### src/design/mlrt_pkg.sv
// Shared types and constants for the machine load rank table.
package mlrt_pkg;

    localparam int MAX_MACHINES = 16;
    localparam int MAX_JOBS     = 256;
    localparam int LOAD_BITS    = 32;
    localparam int DUR_W        = 16;
    localparam int MACH_IDX_W   = $clog2(MAX_MACHINES);
    localparam int MACH_NUM_W   = $clog2(MAX_MACHINES + 1);
    localparam int JOB_IDX_W    = $clog2(MAX_JOBS);
    localparam int JOB_CNT_W    = $clog2(MAX_JOBS + 1);
    localparam int RANK_W       = 4;
    localparam int OUT_LOAD_W   = 32;

    typedef enum logic [1:0] {
        ACT_SET_DUR = 2'd0,
        ACT_ASSIGN  = 2'd1,
        ACT_FLUSH   = 2'd2,
        ACT_QUERY   = 2'd3
    } action_t;

    typedef struct packed {
        logic                  flush;
        logic                  add;
        logic [MACH_IDX_W-1:0] add_idx;
        logic [DUR_W-1:0]      add_val;
        logic                  load_ring;
        logic                  step;
        logic                  desc;
        logic [MACH_NUM_W-1:0] nm;
    } cell_ctrl_t;

    typedef struct packed {
        logic                  read;
        logic                  wr_dur;
        logic                  assign_en;
        logic                  flush;
        logic                  scan;
        logic [JOB_IDX_W-1:0]  job;
        logic [MACH_NUM_W-1:0] mach;
        logic [DUR_W-1:0]      dur;
        logic [MACH_NUM_W-1:0] nm;
        logic [JOB_CNT_W-1:0]  nj;
    } job_ctrl_t;

    typedef struct packed {
        logic [DUR_W-1:0]     dur;
        logic [JOB_CNT_W-1:0] good_count;
        logic                 busy;
    } job_stat_t;

endpackage

### src/design/mlrt_cell.sv
// One machine cell: holds a load and counts machines that rank ahead of it.
module mlrt_cell (
    input  logic                                 clk,
    input  logic                                 rst_n,
    input  logic [mlrt_pkg::MACH_IDX_W-1:0]      my_idx,
    input  mlrt_pkg::cell_ctrl_t                 ctrl,
    input  logic [mlrt_pkg::LOAD_BITS-1:0]       ring_load_in,
    input  logic [mlrt_pkg::MACH_IDX_W-1:0]      ring_idx_in,
    output logic [mlrt_pkg::LOAD_BITS-1:0]       ring_load_out,
    output logic [mlrt_pkg::MACH_IDX_W-1:0]      ring_idx_out,
    output logic [mlrt_pkg::RANK_W-1:0]          pos
);
    import mlrt_pkg::*;

    logic [LOAD_BITS-1:0]  load_reg;
    logic [LOAD_BITS-1:0]  ring_load_reg;
    logic [MACH_IDX_W-1:0] ring_idx_reg;
    logic [RANK_W-1:0]     pos_reg;
    logic [LOAD_BITS:0]    sum;
    logic [LOAD_BITS-1:0]  load_next;
    logic                  ahead;

    assign sum = {1'b0, load_reg} + (LOAD_BITS + 1)'(ctrl.add_val);
    assign load_next = sum[LOAD_BITS] ? {LOAD_BITS{1'b1}} : sum[LOAD_BITS-1:0];

    always_comb
    begin
        if (ring_load_reg != load_reg)
            ahead = ctrl.desc ? (ring_load_reg > load_reg) : (ring_load_reg < load_reg);
        else
            ahead = ring_idx_reg < my_idx;
        if (MACH_NUM_W'(ring_idx_reg) >= ctrl.nm || ring_idx_reg == my_idx)
            ahead = 1'b0;
    end

    always_ff @(posedge clk or negedge rst_n)
    begin
        if (!rst_n)
        begin
            load_reg <= '0;
        end
        else if (ctrl.flush)
        begin
            load_reg <= '0;
        end
        else if (ctrl.add && ctrl.add_idx == my_idx)
        begin
            load_reg <= load_next;
        end
    end

    always_ff @(posedge clk)
    begin
        if (ctrl.load_ring)
        begin
            ring_load_reg <= load_reg;
            ring_idx_reg  <= my_idx;
            pos_reg       <= '0;
        end
        else if (ctrl.step)
        begin
            ring_load_reg <= ring_load_in;
            ring_idx_reg  <= ring_idx_in;
            pos_reg       <= pos_reg + RANK_W'(ahead);
        end
    end

    assign ring_load_out = ring_load_reg;
    assign ring_idx_out  = ring_idx_reg;
    assign pos           = pos_reg;

endmodule

### config.mk
export PLATFORM = sky130hd
export DESIGN_NAME = mlrt_cell
export DESIGN_NICKNAME = d
export VERILOG_FILES = /design/src/design/mlrt_pkg.sv /design/src/design/mlrt_cell.sv
export SDC_FILE = /design/constraint.sdc
export NUM_CORES = 1
export LEC_CHECK = 0
export BUFFER_PORTS_ARGS = -buffer_cell sky130_fd_sc_hd__clkbuf_2
export CORE_MARGIN = 1
export CORE_UTILIZATION = 45
export CTS_BUF_LIST = sky130_fd_sc_hd__clkbuf_2
export CTS_CLUSTER_DIAMETER = 150
export CTS_CLUSTER_SIZE = 14
export DETAILED_ROUTE_END_ITERATION = 6
export GPL_TIMING_DRIVEN = 0
export PLACE_DENSITY = 0.68
export SYNTH_ARGS = -nofsm -noshare
export SYNTH_HDL_FRONTEND = slang
export SYNTH_SLANG_ARGS = --single-unit
### constraint.sdc
create_clock -name clk -period 3.6 [get_ports clk]
set_clock_uncertainty 0.1 [all_clocks]
set_input_delay 0.36 -clock clk [delete_from_list [all_inputs] [get_ports clk]]
set_output_delay 0.36 -clock clk [all_outputs]
set_load 0.01 [all_outputs]
---- Word-level counts from Yosys, hierarchy flattened ----
Index checks and enable logic that the tools add are counted.
word-level totals
  word-level logic and storage cells ...... 27
  flip-flop bits (word level) ............. 72
cells by class
  reduce and logical (&&, ||, !) cells .... 4
  eq/ne operators ......................... 3
  add/sub/neg operators ................... 2
  magnitude comparators ................... 4
  mux-type cells .......................... 10
operators by type and width
  kind               count
  $mux 32            5
  $add 32x16->33     1
  $gt 32x32->1       1
  $lt 32x32->1       1
  $ne 32x32->1       1
  $eq 4x4->1         2
  $mux 4             2
  $ge 4x5->1         1
  $add 4x1->4        1
  $lt 4x4->1         1
  $reduce_bool 2->1  2
  $mux 1             3
  $logic_and 1x1->1  1
  $logic_or 1x1->1   1

---- Longest topological paths before layout ----
Gate-level depths: netlist of run 1.
  depth after elaboration ................. 5
  mapped depth ............................ 14
  gate-level depth less buffers ........... 14

---- Worst setup path before layout of run 1 ----
No wires, ideal clock.
  path kind ............................... flip-flop to flip-flop
  start point ............................. reg ring_load_reg[1] (netlist: ring_load_out[1])
  end point ............................... reg pos_reg[1] (netlist: pos[1])
  arrival time ............................ 2.785 ns
  stages on the path, launching flop included .. 13
  library setup time ...................... 0.130 ns
  slack ................................... 0.586 ns
  data required time ...................... 3.370 ns
  path buffers ............................ 0
  clock period less this slack ............ 3.014 ns
  cell sequence ........................... edfxtp_1 -> ha_1 -> nor2b_1 -> o211ai_1 -> a21oi_1 -> o311ai_0 -> o211ai_1 -> or4b_2 -> nand3_1 -> ha_1 -> ha_1 -> mux2i_1 -> nor2_1
between the ends
  word-level cells in the longest chain between the ends .. 5
  elaborated cells on any way between the ends .. 7
  those cells by class .................... 1 x add/sub; 2 x order compare; 1 x eq/ne; 3 x mux
RTL lines
  element                                       RTL line         RTL
  from (decl)                                   mlrt_cell.sv:16  logic [LOAD_BITS-1:0] ring_load_reg;
  from (signal assigned)                        mlrt_cell.sv:56  ring_load_reg <= load_reg;
  from (signal assigned)                        mlrt_cell.sv:62  ring_load_reg <= ring_load_in;
  $lt 32x32->1 or $gt 32x32->1 (tied branches)  mlrt_cell.sv:29  ahead = ctrl.desc ? (ring_load_reg > load_reg) : (ring_load_reg < load_reg);
  $mux 1                                        mlrt_cell.sv:29
  $mux 1 *                                      mlrt_cell.sv:28  if (ring_load_reg != load_reg)
  $mux 1 *                                      mlrt_cell.sv:32  if (MACH_NUM_W'(ring_idx_reg) >= ctrl.nm || ring_idx_reg == my_idx)
  $add 4x1->4 *                                 mlrt_cell.sv:64  pos_reg <= pos_reg + RANK_W'(ahead);
  to (signal assigned)                          mlrt_cell.sv:64
  to (decl)                                     mlrt_cell.sv:18  logic [RANK_W-1:0] pos_reg;
Mark *: on every way between the ends. The rest lies on a longest branch, timed or not.
A chain may end at the register's enable or synchronous reset.

---- Final worst setup path of run 1 ----
  start point ............................. reg load_reg[19]
  end point ............................... reg pos_reg[1] (netlist: pos[1])
between the ends
  word-level cells in the longest chain between the ends .. 5
  elaborated cells on any way between the ends .. 7
  those cells by class .................... 1 x add/sub; 2 x order compare; 1 x eq/ne; 3 x mux
RTL lines
  element                                       RTL line         RTL
  from (decl)                                   mlrt_cell.sv:15  logic [LOAD_BITS-1:0] load_reg;
  from (signal assigned)                        mlrt_cell.sv:48  load_reg <= load_next;
  $lt 32x32->1 or $gt 32x32->1 (tied branches)  mlrt_cell.sv:29
  $mux 1                                        mlrt_cell.sv:29
  $mux 1 *                                      mlrt_cell.sv:28
  $mux 1 *                                      mlrt_cell.sv:32
  $add 4x1->4 *                                 mlrt_cell.sv:64
Marks and branches as above.

==> flow_metrics.env, run 1 <==
export IMPL_outcome="finished clean"
export IMPL_fin_util_pct=57.4
export IMPL_dpl_cell_area_um2=5790
export IMPL_grt_max_degree=37
export IMPL_cts_buffers=9
export IMPL_hold_class="in2reg"
export IMPL_start_kind="register"
export IMPL_die_y_um=108
export IMPL_synth_edf_count=36
export IMPL_min_from="ctrl[6]"
export IMPL_clock_latency_ns=0.54
export IMPL_syn_num_nets=615
export IMPL_numPortBuffers=110
export IMPL_power_density_nw_per_um2=296
export IMPL_async_flop_share_pct=44.4
export IMPL_cts_htree_levels=3
export IMPL_tightest_slew_ns=0.965
export IMPL_critPathArrivalTime_ns=3.66
export IMPL_synth_seq_cells=72
export IMPL_wl_per_cell_um=16.4
export IMPL_r2r_slack_ns=0.26
export IMPL_synth_seq_area_share_pct=38.8
export IMPL_min_to="pos[0]"
export IMPL_crit_path_max_fanout=7
export IMPL_hpwl_um=9740
export IMPL_drv_slew=0
export IMPL_setup_viol=0
export IMPL_synthMostInstantiatedCell="ha_1"
export IMPL_area_growth_pct=23.6
export IMPL_clk_pin_slew_ns=0.20
export IMPL_synth_area_leaders="edfxtp_1 21%, dfrtp_1 16%, ha_1 14%, mux2_2 8.0%, inv_1 3.3%"
export IMPL_drtIter0Drc=216
export IMPL_worst_ep_required_time_ns=3.93
export IMPL_maxSlewHeadroom_pct=35.6
export IMPL_fp_dieW_um=108
export IMPL_row_count=38
export IMPL_cts_root_buffer="clkbuf_2"
export IMPL_yosysWarnings=0
export IMPL_fin_crit_sh_pct=92.7
export IMPL_dr_pass1_iters=4
export IMPL_layout_nets=772
export IMPL_gr_total_overflow=0
export IMPL_finalCriticalPeriod_ns=3.34
export IMPL_antenna_found_initial=0
export IMPL_fmax_mhz=300
export IMPL_avgSynthCellArea_um2=10.5
export IMPL_synthTopCellsByCount="58 x ha_1, 44 x inv_1, 36 x edfxtp_1, 36 x mux2_2, 32 x dfrtp_1"
export IMPL_end_kind="register"
export IMPL_rsz0062_at_grt="no"
export IMPL_drc_errors=0
export IMPL_core_area_um2=10900
export IMPL_place_congestion=0.878
export IMPL_final_cell_area_um2=6250
export IMPL_finalSetupTns_ns=0
export IMPL_hold_viol=0
export IMPL_viasPerCell=5.60
export IMPL_synth_area_leader_cell="edfxtp_1"
export IMPL_peakVddDrop_mv=0.153
export IMPL_whs_path_depth=3
export IMPL_cts_tree="done"
export IMPL_synth_distinct_cells=68
export IMPL_yosys_area_top_type_share_pct=21.4
export IMPL_grt_usage_pct=22.8
export IMPL_cap_violations=0
export IMPL_synth_ff_type="edfxtp_1"
export IMPL_cts_sinks=72
export IMPL_io_pin_count=112
export IMPL_wl_um=12900
export IMPL_rr_worst_depth=13
export IMPL_dieArea_um2=11700
export IMPL_p_leak_nw=2.80
export IMPL_start_util_pct=46.5
export IMPL_synthCells=484
export IMPL_fill_cells=943
export IMPL_syn_area_um2=5060
export IMPL_r2r_start="load_reg[19]"
export IMPL_clock_path_buffers=2
export IMPL_setup_worst_path_class="reg2reg"
export IMPL_r2r_end="pos[1]"
export IMPL_grt_pass1_wl_um=20600
export IMPL_grt_pass1_vias=4399
export IMPL_startpoint="load_reg[19]"
export IMPL_antenna_cells=0
export IMPL_drive_above_1_share_pct=29.1
export IMPL_num_vias=4398
export IMPL_antenna_left=0
==> where the power goes <==
group | leakage [nW] | switching (mW) | internal (mW)
logic | 1.87 | 0.229 | 0.211
clock network | 0.0708 | 0.303 | 0.160
registers | 0.860 | 0.0316 | 0.918
==> kinds of logic (layout without fill, tap and decap cells) <==
kind of cell	count (synthesis)	after routing	synth area share (%)
AND/OR/NAND/NOR	121	121	13.5
AO/OA/AOI/OAI	117	117	16.5
flip-flops	72	72	38.8
adder cells (fa/ha/maj)	59	59	14.7
buffers and inverters	59	221	4.94
multiplexers	38	38	8.41
XOR/XNOR	18	18	3.11
==> per-layer routing <==
metal	GRT usage, %	wire length [µm]	up-vias
li1	-	-	2150
met1	29.2	5800	2108
met2	38.3	6350	125
met3	4.04	553	15
met4	8.71	206	0
met5	0	0	-
==> what timing repair did <==
item,in CTS,in global routing
resized for setup,0,3
hold buffers,34,2
endpoints found under the hold margin,65,2
buffers inserted,0,0
endpoints found under the setup margin,0,3
==> how the worst max path moves through the flow <==
stage,end,slack [ns]
after floorplan,pos[1],0.59
after global placement,pos[1],0.22
final,pos[1],0.26
after CTS,pos[1],0.18
after detailed placement,pos[1],0.19
after global routing,pos[1],0.02
==> per-stage QoR <==
step                power (mW)  std cells  hold WS [ns]  setup WS, ns
global route              1.96        786       0.00364        0.0195
floorplan                 1.22        484       -0.0356         0.586
global placement          1.36        734         0.395         0.222
CTS                       1.87        784      0.000980         0.175
detailed placement        1.38        734         0.413         0.193
finish                    1.85        786        0.0499         0.262
==> layout by cell type (no fill, tap or decap), types with 4 or more instances in the layout <==
cell and instances:
a41oi_1 4, and3_1 6, xor2_1 11, nor2_1 19, dfxtp_1 4, a21o_1 8
nand4_1 12, mux2_2 36, xnor2_1 7, nor2b_1 8, inv_1 44, nand3_1 11
ha_1 58, dlygate4sd3_1 37, dfrtp_1 31, a221oi_1 11, a211oi_1 10, nor3_1 18
o21ai_0 18, clkbuf_2 121, edfxtp_1 36, clkbuf_1 9, nand2_1 18, a21oi_1 30
a31oi_1 9
==> worst max-delay path: stages (launching register included) <==
cell and delay, ns:
dfrtp_2 0.47, inv_1 0.11, ha_1 0.32, nand4_1 0.11, or4_1 0.62, nor2_2 0.18, nand2_1 0.08, a2111oi_0 0.46
a31oi_1 0.07, nand3_1 0.12, ha_1 0.18, ha_1 0.23, mux2i_1 0.13, nor2_1 0.06
==> layout make-up <==
class | instances | area, µm² | share of cell area (%)
timing repair buffer | 146 | 911 | 14.6
clock buffer | 11 | 55.1 | 0.880
buffer | 15 | 85.1 | 1.36
clock inverter | 5 | 47.5 | 0.760
sequential | 72 | 1960 | 31.4
inverter | 44 | 165 | 2.64
tap | 140 | 175 | 2.80
multi-input combinational | 353 | 2850 | 45.6
No activity file was read; power rests on OpenSTA's default activity.
==> run 2, diff against run 1 <==
--- a/config.mk
+++ b/config.mk
@@ -5,7 +5,7 @@
 export SDC_FILE = /design/constraint.sdc
 export NUM_CORES = 1
 export LEC_CHECK = 0
-export BUFFER_PORTS_ARGS = -buffer_cell sky130_fd_sc_hd__clkbuf_2
+export BUFFER_PORTS_ARGS = -buffer_cell sky130_fd_sc_hd__buf_2
 export CORE_MARGIN = 1
 export CORE_UTILIZATION = 45
 export CTS_BUF_LIST = sky130_fd_sc_hd__clkbuf_2
==> constraint.sdc (replaced) <==
create_clock -name clk -period 4.1 [get_ports clk]
set_clock_uncertainty 0.1 [all_clocks]
set_input_delay 0.41 -clock clk [delete_from_list [all_inputs] [get_ports clk]]
set_output_delay 0.41 -clock clk [all_outputs]
set_load 0.01 [all_outputs]
==> flow_metrics.env, run 2 (same netlist as run 1, synthesis figures left out) <==
export IMPL_outcome="finished clean"
export IMPL_wl_um=12500
export IMPL_start_kind="register"
export IMPL_power_density_nw_per_um2=280
export IMPL_clk_pin_slew_ns=0.22
export IMPL_postCtsSetupRepairBufs=0
export IMPL_clock_path_buffers=2
export IMPL_crit_buf_inv=1
export IMPL_worst_ep_required_time_ns=4.42
export IMPL_setup_ws_ns=0.547
export IMPL_setup_viol=0
export IMPL_row_count=38
export IMPL_hold_class="in2reg"
export IMPL_hpwl_um=9750
export IMPL_crit_path_max_fanout=7
export IMPL_end_kind="register"
export IMPL_cts_sinks=72
export IMPL_start_util_pct=46.5
export IMPL_numPortBuffers=110
export IMPL_core_area_um2=10900
export IMPL_antenna_left=0
export IMPL_final_common_cell="buf_2"
export IMPL_dr_pass1_iters=5
export IMPL_fmax_mhz=281
export IMPL_rsz0062_at_grt="no"
export IMPL_setup_worst_path_class="reg2reg"
export IMPL_num_vias=4260
export IMPL_path_common_cell="ha_1"
export IMPL_post_place_ws_ns=0.612
export IMPL_drive_above_1_share_pct=30.2
export IMPL_cts_buffers=9
export IMPL_finalSetupTns_ns=0
export IMPL_cpPeakStageDelay_ns=0.63
export IMPL_cts_tree="done"
export IMPL_grt_max_degree=37
export IMPL_die_y_um=108
export IMPL_cts_htree_levels=3
export IMPL_most_common_layout_cells="112 x buf_2, 58 x ha_1, 44 x inv_1"
export IMPL_finalCriticalPeriod_ns=3.55
export IMPL_critPathArrivalTime_ns=3.88
export IMPL_dieArea_um2=11700
export IMPL_antenna_cells=0
export IMPL_viasPerCell=5.66
export IMPL_clock_latency_ns=0.54
export IMPL_seq_area_um2=1960
export IMPL_place_congestion=0.880
export IMPL_fp_dieW_um=108
export IMPL_fill_cells=997
export IMPL_cpMaxStageDelayCell="or4_1"
export IMPL_power_total_mw=1.66
export IMPL_wl_per_cell_um=16.7
export IMPL_fin_crit_sh_pct=86.7
export IMPL_drv_slew=0
export IMPL_layout_nets=738
export IMPL_tightest_slew_ns=0.937
export IMPL_hold_viol=0
export IMPL_gr_total_overflow=0
export IMPL_drc_errors=0
export IMPL_io_pin_count=112
export IMPL_cts_root_buffer="clkbuf_2"
export IMPL_grt_usage_pct=22.7
export IMPL_antenna_found_initial=0
export IMPL_crit_path_cell_trace="inv_1, ha_1, nand4_1, or4_1, nor2_1, o311ai_0, o211ai_1, or4b_2, nand3_1, ha_1, ha_1, mux2i_1, nor2_1"
export IMPL_maxSlewHeadroom_pct=37.5
export IMPL_drtIter0Drc=187
export IMPL_area_growth_pct=17.2
export IMPL_grt_pass1_vias=4211
export IMPL_grt_pass1_wl_um=20400
export IMPL_cap_violations=0
export IMPL_multiInputGateArea_um2=2850
export IMPL_p_leak_nw=2.66
export IMPL_path_delay_family="simple AND/OR/NAND/NOR gates"
export IMPL_peakVddDrop_mv=0.148
==> run 2: cell count changes in the layout (fill, tap and decap cells not counted), moves of 2 or more <==
cell and delta:
buf_2 +110, clkbuf_2 -110, clkinv_2 -2, dlygate4sd3_1 -34
==> run 2: timing repair <==
item / CTS / global route
resized for setup: 0 / 0
endpoints found under the hold margin: 33 / 0
hold buffers: 2 / 0
==> run 2: through the flow <==
stage,cell area [µm²],hold WS (ns),std cells,util (%)
finish,5930,0.0527,752,54.5
global route,5930,0.0241,752,54.5
CTS,5930,0.0234,752,54.5
detailed placement,5790,0.409,734,53.1
global placement,5790,0.391,734,53.1
floorplan,5060,0.0144,484,-
==> run 2: final timing paths <==
| path | from | slack (ns) | end | depth (start not counted) |
|---|---|---|---|---|
| setup reg to reg | load_reg[19] | 0.55 | pos[1] | 13 |
| setup / recovery | load_reg[19] | 0.55 | pos[1] | 13 |
| min in group asynchronous | rst_n | 0.34 | load_reg[7] | 2 |
| max in group asynchronous | rst_n | 3.05 | load_reg[14] | 2 |
| hold reg to reg | pos[3] | 0.45 | pos[3] | 2 |
| hold / removal | ring_load_in[23] | 0.05 | ring_load_out[23] | 2 |
==> run 2: cell type report <==
cell class | instances | area share [%]
Buffer | 15 | 1.43
Clock buffer | 11 | 0.928
Clock inverter | 5 | 1.20
Inverter | 44 | 2.78
Multi-Input combinational cell | 353 | 48.0
Sequential cell | 72 | 33.1
Tap cell | 140 | 2.95
Timing Repair Buffer | 112 | 9.62
==> run 2: layer usage <==
layer	part of all wire [%]	global-route usage, %
met1	44	28.8
met2	50	39.4
met3	4.5	2.47
met4	1.8	8.90
met5	0	0
==> run 2: power by group <==
group | total, mW | switching, mW | internal [mW]
clock network | 0.469 | 0.268 | 0.201
registers | 0.833 | 0.0270 | 0.806
logic | 0.361 | 0.195 | 0.166
